**config.mk**
```make
export PLATFORM = sky130hd
export DESIGN_NAME = tpar_ram
export DESIGN_NICKNAME = d
export VERILOG_FILES = /design/src/sv/tpar_ram.sv
export SDC_FILE = /design/constraint.sdc
export NUM_CORES = 1
export LEC_CHECK = 0
export BUFFER_PORTS_ARGS = -buffer_cell sky130_fd_sc_hd__buf_2
export CAP_MARGIN = 10
export CORE_UTILIZATION = 60
export DETAILED_ROUTE_END_ITERATION = 8
export HOLD_SLACK_MARGIN = 0.02
export PLACE_DENSITY_LB_ADDON = 0.15
export SYNTH_ARGS = -nofsm -noshare
export SYNTH_HDL_FRONTEND = slang
export SYNTH_SLANG_ARGS = --single-unit
export TNS_END_PERCENT = 100
```
**constraint.sdc**
```tcl
create_clock -name clk -period 2 [get_ports clk]
set_input_delay 0.3 -clock clk [delete_from_list [all_inputs] [get_ports clk]]
set_output_delay 0.3 -clock clk [all_outputs]
set_load 0.005 [all_outputs]
```
**src/sv/tpar_ram.sv**
```systemverilog
// ----------------------------------------------------------------------------
// tpar_ram
// Generic simple dual-port RAM: one write port, one registered read port.
// ----------------------------------------------------------------------------
module tpar_ram #(
  parameter int WIDTH = 8,
  parameter int DEPTH = 16,
  parameter int AW    = (DEPTH > 1) ? $clog2(DEPTH) : 1
) (
  input  logic             clk,
  input  logic             we,
  input  logic [AW-1:0]    waddr,
  input  logic [WIDTH-1:0] wdata,
  input  logic [AW-1:0]    raddr,
  output logic [WIDTH-1:0] rdata
);

  logic [WIDTH-1:0] mem [DEPTH];

  // Write and registered read
  always_ff @(posedge clk) begin
    if (we) begin
      mem[waddr] <= wdata;
    end
    rdata <= mem[raddr];
  end

endmodule
```
==> results.py, run 1 <==
metrics = {
    "synthesis": {
        "syn_nets": 247,
        "synth_area_sq_mm": 0.00515,
        "ys_seq_elements": 136,
        "synth_cell_type_count": 19,
        "synth.avg_cell_area_sq_um": 22.5,
        "ys_seq_area_share_pct": 77.8,
        "ys.warnings.count": 0,
        "synth_cells": 229,
    },
    "route": {
        "drtIter0Drc": 158,
        "ant_nets": 0,
        "drt-total-wl_um": 9790,
        "via_count": 2456,
        "drt_first_pass_iters": 4,
        "dr.max_layer_used": "met4",
        "wl_met1_um": 4320,
        "drc": 0,
        "routed_via_density": 6.09,
        "dr_wl_met2_um": 4890,
        "routedWlPerCell_um": 24.3,
        "wl_met3_um": 440,
    },
    "floorplanning": {
        "num_io_pins": 26,
        "start_util_pct": 62.3,
        "rows": 33,
        "dieHeight_um": 94.6,
        "core_area_sq_mm": 0.00826,
        "die_w_um": 94.6,
        "die_area_sq_mm": 0.00895,
    },
    "sta": {
        "maxSlewViolCount": 0,
        "fin_skew_ns": 0.00696,
        "setup_slack_ns": 0.638,
        "final_hold_viol_count": 0,
        "max-slew-margin-rel_pct": 74.2,
        "fin_setup_tns_ns": 0,
        "tightest_slew_ns": 0.387,
        "rsz0062_at_grt": "no",
        "fin_crit_sh_pct": 68.1,
        "setup_viol": 0,
        "fmax_mhz": 734,
        "finalCriticalPeriod_ns": 1.36,
    },
    "cells_and_area": {
        "finish.instance_area_sq_mm": 0.00610,
        "final_nets": 303,
        "layout_commonest_cell": "edfxtp_1",
        "mostFrequentLayoutCells": "128 x edfxtp_1, 25 x buf_2, 20 x buf_4, 18 x mux4_2",
        "n_antenna_cell": 0,
        "post-route-util_pct": 73.9,
        "final_layout_size_suffix_gt1_share_pct": 32.2,
        "final_cells": 403,
        "area_delta_synth_final_pct": 18.6,
        "final.fill_count": 464,
    },
    "placement": {
        "dp_slack_ns": 0.247,
        "dp_hpwl_um": 5970,
        "numPortBuffers": 25,
        "place_area_sq_mm": 0.00551,
        "finalWeightedCongestion": 0.753,
        "placed_cells": 371,
    },
    "hold_path": {
        "hold_path_class": "in -> reg",
    },
    "power": {
        "peakVddDrop_uv": 831,
        "leakagePower_nw": 2.10,
        "power_density_mw_per_mm2": 1080,
    },
    "worst_setup_path": {
        "arrival_ns": 1.75,
        "setup.worst_path.end_class": "register",
        "timing.critical_path.fanout_max": 1,
        "worstSetupPathType": "reg -> reg",
        "cp_slowest_cell": "mux4_1",
        "crit_chain": "mux4_1 -> a22oi_1 -> nand2_1",
        "critical-path-max-stage-delay_ns": 0.52,
        "cp-start-kind": "register",
        "cp.required_ns": 2.39,
    },
    "clock_tree": {
        "cts_tree": "done",
        "post_cts_buffers": 0,
        "clkTransAtPathRegs_ns": 0.06,
        "cts_buffers": 17,
        "cts_buffer_depth": 2,
        "cts_resized": 0,
        "cts_sinks": 136,
        "cts_root_buf": "clkbuf_8",
        "clk_latency_ns": 0.51,
        "htreeDepth": 4,
        "hold_buffers": 0,
    },
    "flow_run": {
        "cap_violations": 0,
    },
    "global_route": {
        "grt_antenna_before_repair": 0,
        "grt_pass1_vias": 2474,
        "grt_max_degree": 26,
        "overflow": 0,
        "grt_pass1_wl_um": 14800,
        "grt_use_total_pct": 24.8,
    },
    "status": {
        "status": "completed",
    },
}
==> layer usage <==
metal | vias to the layer above | global-route usage (%)
met5 | - | 0
met3 | 12 | 5.96
met2 | 85 | 37.9
met4 | 0 | 8.59
met1 | 1273 | 35.7
li1 | 1086 | -
==> area by class of cell <==
cell class	instances	area (sq um)	area share [%]
sequential	136	4000	65.6
multi-input combinational	83	1060	17.3
clock buffer	21	449	7.36
timing repair buffer	47	315	5.17
clock inverter	11	146	2.40
tap	105	131	2.15
==> worst max-delay path: cells and delay by family, from the launching register on <==
family	cells	cell delay [ns]
flip-flops	1	0.37
AO/OA/AOI/OAI	1	0.29
AND/OR/NAND/NOR	1	0.07
multiplexers	1	0.52
==> final timing paths <==
| path | from | end | slack (ns) | cells after the start |
|---|---|---|---|---|
| setup / recovery | mem[9][2] | rdata[2] | 0.64 | 3 |
| setup reg to reg | mem[9][2] | rdata[2] | 0.64 | 3 |
| hold reg to reg | mem[7][4] | rdata[4] | 0.66 | 3 |
| hold / removal | wdata[3] | mem[4][3] | 0.19 | 1 |
==> cells in the mapped netlist, drive strengths merged <==
library cell	count	share of area (%)
buf	7	1.1
nand3b	2	0.29
nand2	9	0.66
nor2	13	0.95
a22oi	16	2.3
or3b	1	0.17
edfxtp	128	75
nor3	4	0.39
and2b	1	0.15
and2	1	0.12
clkdlybuf4s25	3	0.58
mux4	32	15
dfxtp	8	3.1
nand2b	2	0.24
nand3	1	0.097
nor2b	1	0.12
==> sequential cells by signal (all words and copies together), names as in the netlist <==
name	count
mem	128
rdata	8
==> cell families after synthesis <==
family / Yosys count / share of synthesized area, %
compound gates: 16 / 2.33
buf+inv: 10 / 1.68
flops: 136 / 77.8
mux: 32 / 15.0
simple gates: 35 / 3.18
==> through the flow <==
step                      hold slack (ns)  power [mW]
after detailed placement            0.661        3.56
after global placement              0.650        3.56
after CTS                           0.174        6.62
final                               0.185        6.57
after floorplan                     0.399        3.42
after global routing                0.181        6.74
==> report_power, final <==
part / internal [mW] / switching [mW] / total [mW] / leakage, nW
clock: 1.96 / 1.10 / 3.07 / 0.277
sequential: 3.19 / 0.0240 / 3.21 / 1.22
combinational: 0.131 / 0.162 / 0.292 / 0.596
Note: power is estimated with default switching activity, not from simulation.
==> inputs of run 2 (changes only) <==
Settings changed: CORE_UTILIZATION 60 to 54.
Clock period 2 ns to 1.2 ns, I/O delays scaled along.
==> results.py, run 2 (synthesis results as in run 1) <==
metrics = {
    "hold_path": {
        "hold_path_class": "in -> reg",
        "whs_endpoint": "mem[6][7]",
        "whs_path_depth": 1,
        "worstHoldStart": "wdata[7]",
    },
    "floorplanning": {
        "rows": 35,
        "num_io_pins": 26,
        "die_w_um": 99.6,
        "start_util_pct": 55.7,
        "dieHeight_um": 99.6,
        "core_area_sq_mm": 0.00924,
        "die_area_sq_mm": 0.00993,
    },
    "worst_setup_path": {
        "cp.required_ns": 1.59,
        "cp-start-kind": "register",
        "worstReg2RegEnd": "rdata[1]",
        "timing.critical_path.fanout_max": 1,
        "rr_worst_depth": 3,
        "arrival_ns": 1.67,
        "r2r_slack_ns": -0.08,
        "rr_startpoint": "mem[2][1]",
        "setup.worst_path.end_class": "register",
        "worstSetupPathType": "reg -> reg",
    },
    "sta": {
        "max-slew-margin-rel_pct": 40.4,
        "final_hold_viol_count": 0,
        "finalCriticalPeriod_ns": 1.28,
        "maxSlewViolCount": 0,
        "tightest_slew_ns": 0.892,
        "fin_crit_sh_pct": 107,
        "fmax_mhz": 781,
        "setup_viol": 8,
        "whs_ns": 0.0483,
        "rsz0062_at_grt": "yes",
        "fin_setup_tns_ns": -0.367,
        "fin_skew_ns": 0.0125,
        "setup_slack_ns": -0.0801,
    },
    "flow_run": {
        "cap_violations": 0,
    },
    "cells_and_area": {
        "regMostFlops": "mem",
        "layout_commonest_cell": "edfxtp_1",
        "final.fill_count": 592,
        "final_layout_size_suffix_gt1_share_pct": 45.4,
        "final_nets": 318,
        "n_antenna_cell": 0,
        "mostFrequentLayoutCells": "128 x edfxtp_1, 31 x mux4_2, 31 x buf_4, 25 x buf_2, 16 x clkbuf_16",
        "final_cells": 442,
        "finish.instance_area_sq_mm": 0.00635,
        "reg_top3": "mem (128), rdata (8)",
        "area_delta_synth_final_pct": 23.4,
        "multiInputGateArea_sq_mm": 0.00110,
        "largest_reg_flops": 128,
        "ff_latch_area_sq_mm": 0.00401,
    },
    "route": {
        "drt_first_pass_iters": 4,
        "drc": 0,
        "via_count": 2485,
        "routed_via_density": 5.62,
        "drtIter0Drc": 135,
        "drt-total-wl_um": 9810,
        "ant_nets": 0,
        "routedWlPerCell_um": 22.2,
    },
    "clock_tree": {
        "clkTransAtPathRegs_ns": 0.06,
        "cts_buffers": 17,
        "cts_buffer_depth": 2,
        "cts_root_buf": "clkbuf_8",
        "post_cts_buffers": 0,
        "clk_latency_ns": 0.52,
        "htreeDepth": 4,
        "cts_sinks": 136,
        "hold_buffers": 0,
        "cts_tree": "done",
    },
    "placement": {
        "dp_hpwl_um": 6470,
        "numPortBuffers": 25,
        "placed_cells": 410,
        "place_area_sq_mm": 0.00570,
        "finalWeightedCongestion": 0.728,
    },
    "power": {
        "power_density_mw_per_mm2": 1760,
        "fin_total_pwr_mw": 11.2,
        "leakagePower_nw": 2.16,
        "peakVddDrop_uv": 888,
    },
    "status": {
        "status": "finished, violations left",
        "violations": "negative setup slack",
    },
    "global_route": {
        "grt_max_degree": 18,
        "overflow": 0,
        "grt_pass1_vias": 2648,
        "grt_pass1_wl_um": 15100,
        "grt_antenna_before_repair": 0,
        "grt_use_total_pct": 22.2,
    },
}
## run 2: layer usage
metal | vias to the layer above | GRT usage (%) | share of wire (%)
met5 | - | 0 | 0
met4 | 0 | 9.95 | 0.52
met3 | 4 | 5.34 | 7.6
met2 | 86 | 33.4 | 49
met1 | 1282 | 31.5 | 42
li1 | 1113 | - | -
## run 2: worst max-delay path, cell delays in order (launching register included)
cell and delay (ns):
edfxtp_1 0.37, mux4_2 0.49, a22oi_2 0.21, nand2_1 0.09
## run 2: what timing repair did
item,CTS,global route
pin swaps,2,1
resized for setup,7,3
hold endpoints to repair,0,0
endpoints found under the setup margin,9,10
## run 2: worst max path at each step
stage,from,to,slack [ns]
after CTS,mem[2][1],rdata[1],-0.08
after floorplan,waddr[2],mem[0][0],-0.11
after global routing,mem[11][2],rdata[2],-0.12
after global placement,raddr[0],rdata[2],-0.36
after detailed placement,raddr[0],rdata[7],-0.37
final,mem[2][1],rdata[1],-0.08
## run 2: layout make-up
cell class	instances	area share [%]
multi-input cells	83	17.3
clock inverters	15	3.00
clock buffers	17	6.52
flip-flops and latches	136	63.1
well taps	129	2.54
repair buffers	62	7.53
## run 2: report_power, final
| group | internal, mW | switching, mW |
|---|---|---|
| combinational | 0.275 | 0.306 |
| clock | 3.22 | 2.02 |
| sequential | 5.31 | 0.0350 |
| total | 8.80 | 2.36 |
## run 2: through the flow
| stage | setup slack [ns] | util [%] |
|---|---|---|
| after floorplan | -0.113 | - |
| after detailed placement | -0.365 | 61.7 |
| after global routing | -0.117 | 68.7 |
| after CTS | -0.0773 | 68.6 |
| final | -0.0801 | 68.7 |
| after global placement | -0.356 | 61.7 |
